File: src/rtl/bma_pkg.sv
// ----------------------------------------------------------------------------
// bma_pkg
// Types and constants shared by the buddy allocator modules.
// ----------------------------------------------------------------------------
package bma_pkg;

  localparam int unsigned MemBytes  = 1024;
  localparam int unsigned Levels    = 10;
  localparam int unsigned NodeCount = 2 * MemBytes - 1;
  localparam int unsigned IdxW      = 11;
  localparam int unsigned AddrW     = 10;
  localparam int unsigned SizeW     = 11;
  localparam int unsigned LvlW      = 4;

  typedef enum logic [1:0] {
    K_ABSENT = 2'd0,
    K_FREE   = 2'd1,
    K_USED   = 2'd2,
    K_SPLIT  = 2'd3
  } kind_e;

  typedef enum logic [1:0] {
    ST_OK      = 2'd0,
    ST_NOSPACE = 2'd1,
    ST_NOBLOCK = 2'd2,
    ST_BADSIZE = 2'd3
  } status_e;

  typedef enum logic [3:0] {
    S_CLEAR,
    S_IDLE,
    S_SIZE,
    S_SRD,
    S_SCHK,
    S_SPLIT_P,
    S_SPLIT_R,
    S_FRD,
    S_FCHK,
    S_MRD,
    S_MCHK,
    S_MW0,
    S_MW1,
    S_MW2,
    S_DONE
  } state_e;

  typedef struct packed {
    logic            we;
    logic [IdxW-1:0] waddr;
    kind_e           wdata;
    logic [IdxW-1:0] raddr;
  } ram_ctl_t;

endpackage

File: src/rtl/bma_node_ram.sv
// ----------------------------------------------------------------------------
// bma_node_ram
// Node kind store of the buddy tree, one write and one registered read port.
// ----------------------------------------------------------------------------
module bma_node_ram
  import bma_pkg::*;
(
  input  logic     clk_i,
  input  ram_ctl_t ctl_i,
  output kind_e    rdata_o
);

  kind_e mem [NodeCount];

  always_ff @(posedge clk_i) begin
    if (ctl_i.we) begin
      mem[ctl_i.waddr] <= ctl_i.wdata;
    end
    rdata_o <= mem[ctl_i.raddr];
  end

endmodule

File: config.mk
export PLATFORM = sky130hd
export DESIGN_NAME = bma_node_ram
export DESIGN_NICKNAME = d
export VERILOG_FILES = /design/src/rtl/bma_pkg.sv /design/src/rtl/bma_node_ram.sv
export SDC_FILE = /design/constraint.sdc
export NUM_CORES = 2
export LEC_CHECK = 0
export BUFFER_PORTS_ARGS = -buffer_cell sky130_fd_sc_hd__buf_2
export CELL_PAD_IN_SITES_DETAIL_PLACEMENT = 0
export CELL_PAD_IN_SITES_GLOBAL_PLACEMENT = 1
export CORE_ASPECT_RATIO = 1.4
export CORE_UTILIZATION = 42
export CTS_CLUSTER_SIZE = 20
export DETAILED_ROUTE_END_ITERATION = 12
export PLACE_DENSITY = 0.63
export SLEW_MARGIN = 25
export SYNTH_ARGS = -nofsm -noshare
export SYNTH_HDL_FRONTEND = slang
export SYNTH_SLANG_ARGS = --single-unit
File: constraint.sdc
create_clock -name clk_i -period 8.2 [get_ports clk_i]
set_clock_uncertainty 0.1 [all_clocks]
set_input_delay 2.05 -clock clk_i [delete_from_list [all_inputs] [get_ports clk_i]]
set_output_delay 2.05 -clock clk_i [all_outputs]
set_load 0.05 [all_outputs]
==> impl_metrics.env <==
export IMPL_synth_seq_cells=4096
export IMPL_post_cts_resized=0
export IMPL_min_period_ns=6.73
export IMPL_clockRootBuffer="clkbuf_16"
export IMPL_fillCellCount=34033
export IMPL_place_ws_ns=0.470
export IMPL_antenna_found_initial=41
export IMPL_min_period_over_period_pct=82.1
export IMPL_rows=275
export IMPL_worst_setup_path_type="input port to register"
export IMPL_routed_wl_um=503000
export IMPL_drt_vias_per_instance=6.08
export IMPL_clkLatencyLatePin_ns=0.98
export IMPL_post_dp_hpwl_um=286000
export IMPL_grt_pass1_wl_um=707000
export IMPL_async_flop_share_pct=0
export IMPL_cts_max_path_buffers=4
export IMPL_rsz0062_at_grt="no"
export IMPL_portBuffers=27
export IMPL_status="complete, no violations"
export IMPL_power_density_nw_per_um2=232
export IMPL_crit_start="ctl_i[3]"
export IMPL_grt_max_degree=264
export IMPL_gp_congestion=0.811
export IMPL_firstDrtPassIters=6
export IMPL_yosysWarnings=0
export IMPL_yosysTopAreaCellShare_pct=72.8
export IMPL_cpPeakStageDelay_ns=0.95
export IMPL_area_growth_pct=10.6
export IMPL_vias=91743
export IMPL_clkSinkCount=4096
export IMPL_synth_fp_nets=9659
export IMPL_crit_required_ns=8.99
export IMPL_chipHeight_um=752
export IMPL_min_from="mem[1331][0]$_DFFE_PP_"
export IMPL_yosysUniqueCellTypes=69
export IMPL_crit_fanout=37
export IMPL_drv_slew=0
export IMPL_cts_buffers=392
export IMPL_synth_ff_type="edfxtp_1"
export IMPL_hp_class="register to register"
export IMPL_setup_viol=0
export IMPL_syn_cell_area_um2=169000
export IMPL_worst_path_max_delay_cell="nor4_1"
export IMPL_yosys_top_cells_count="edfxtp_1, nor2_1, mux4_2"
export IMPL_overflow=0
export IMPL_crit_buf_inv=3
export IMPL_tns_ns=0
export IMPL_power_leakage_nw=56.8
export IMPL_coreArea_um2=401000
export IMPL_multi_input_area_um2=41400
export IMPL_final_util_pct=46.7
export IMPL_regArea_um2=123000
export IMPL_worstPathCellList="buf_4 > clkinv_1 > buf_4 > nand3_1 > nor3_1 > nor3_1 > nand4_1 > nor4_1 > nand3_1 > nand4_1"
export IMPL_synth_edff_count=4094
export IMPL_start_util_pct=42.2
export IMPL_grt_pass1_vias=94961
export IMPL_yosysTopAreaCell="edfxtp_1"
export IMPL_max_slew_margin_rel_pct=19.5
export IMPL_synth_area_per_cell_um2=17.5
export IMPL_die_w_um=538
export IMPL_clk_pin_slew_ns=0.06
export IMPL_setup_worst_path_end_class="register"
export IMPL_cts_setup_buffers=0
export IMPL_netlist_instances=9633
export IMPL_ant_nets=0
export IMPL_wire_per_inst_um=33.3
export IMPL_ir_worst_vdd_mv=0.171
export IMPL_yosysMostFrequentCell="edfxtp_1"
export IMPL_post_route_drc_count=0
export IMPL_setup_ws_ns=1.47
export IMPL_fmax_mhz=149
export IMPL_dieArea_um2=405000
export IMPL_h_tree_depth=5
export IMPL_drive_gt1_share_pct=16.7
export IMPL_hold_buffers=0
export IMPL_grt_use_total_pct=24.7
export IMPL_cp_top_family="simple AND/OR/NAND/NOR gates"
export IMPL_cts_tree="done"
export IMPL_seq_area_frac_synth_pct=72.8
export IMPL_hold_viol_final=0
export IMPL_fin_area_um2=187000
export IMPL_yosys_top_cells_area="edfxtp_1, mux4_2, nor2_1"
export IMPL_r2r_start="mem[706][0]$_DFFE_PP_"
export IMPL_drv_cap=0
export IMPL_crit_arrival_ns=7.52
export IMPL_nets=9531
export IMPL_ios=28
export IMPL_tightestPinTransition_ns=1.21
export IMPL_initialDrtViolationCount=11200
export IMPL_startpoint_type="input port"
export IMPL_dpl_cell_area_um2=174000
layer usage:
| metal | GRT usage (%) | vias to the layer above | part of all wire, % |
|---|---|---|---|
| li1 | - | 37869 | - |
| met1 | 32.3 | 49365 | 39 |
| met2 | 42.3 | 3723 | 51 |
| met3 | 3.34 | 776 | 6.9 |
| met4 | 8.38 | 10 | 3.6 |
| met5 | 0 | - | 0.013 |
placed cells by master (no fill, tap or decap), types with 10 or more instances in the layout:
master / count
nand3_1: 33
nor2_1: 2102
mux4_2: 638
o22ai_1: 118
o211ai_1: 10
nor2b_1: 11
inv_6: 10
a22oi_1: 54
clkinv_2: 81
mux2i_1: 510
buf_4: 193
a22o_1: 29
clkbuf_16: 398
mux4_1: 202
nand2_2: 43
nand2_1: 141
a221oi_1: 27
edfxtp_1: 4094
a211oi_1: 49
nor3_1: 119
clkbuf_1: 58
clkinv_1: 93
nand4_1: 12
mux2_2: 10
bufinv_16: 43
a21oi_1: 152
nor4_1: 38
or3_1: 10
a2111oi_0: 10
o21ai_0: 28
clkinvlp_4: 20
diode_2: 14
o221ai_1: 195
buf_12: 74
nand3_4: 32
buf_2: 19
flip-flops by register name, indices dropped and copies added, names as in the netlist:
signal   cells
rdata_o      2
mem       4094
worst reg2reg max path: cells and delay by family, from the launching register on:
family | cells | cell delay (ns)
AO/OA/AOI/OAI | 1 | 0.25
flip-flops | 1 | 0.32
multiplexers | 1 | 0.09
AND/OR/NAND/NOR | 6 | 3.29
power breakdown:
group | switching [mW] | internal [mW]
Clock | 7.93 | 10.2
Sequential | 0.00766 | 23.0
Combinational | 1.49 | 0.695
Total | 9.43 | 34.0
cell families after synthesis:
kind of cell | after synthesis | synth area share (%)
and+or+nand+nor | 2627 | 6.22
DFF | 4096 | 72.8
muxes | 1360 | 14.7
AOI/OAI and AO/OA | 728 | 3.11
buffers and inverters | 822 | 3.13
worst paths after layout:
kind                   endpoint  slack, ns  depth (start not counted)
max          rdata_o[0]$_DFF_P_       1.47                         10
min          rdata_o[0]$_DFF_P_       1.20                          7
max reg2reg  rdata_o[0]$_DFF_P_       4.09                          8
min reg2reg  rdata_o[0]$_DFF_P_       1.20                          7
metrics by stage:
step / cells / power, mW / hold slack, ns
after CTS: 15083 / 43.6 / 1.21
after global routing: 15090 / 44.4 / 1.24
final: 15099 / 43.4 / 1.20
after floorplan: 9633 / 24.7 / 0.805
after detailed placement: 14372 / 25.7 / 1.17
after global placement: 14360 / 25.6 / 1.15
layout make-up:
class	instances	area share, %
Clock buffer	456	5.45
Multi-Input combinational cell	4715	22.1
Tap cell	5263	3.52
Inverter	4	0.0134
Sequential cell	4096	65.8
Clock inverter	255	1.31
Timing Repair Buffer	296	1.72
Antenna cell	14	0.0187
Note: power is estimated with default switching activity, not from simulation.
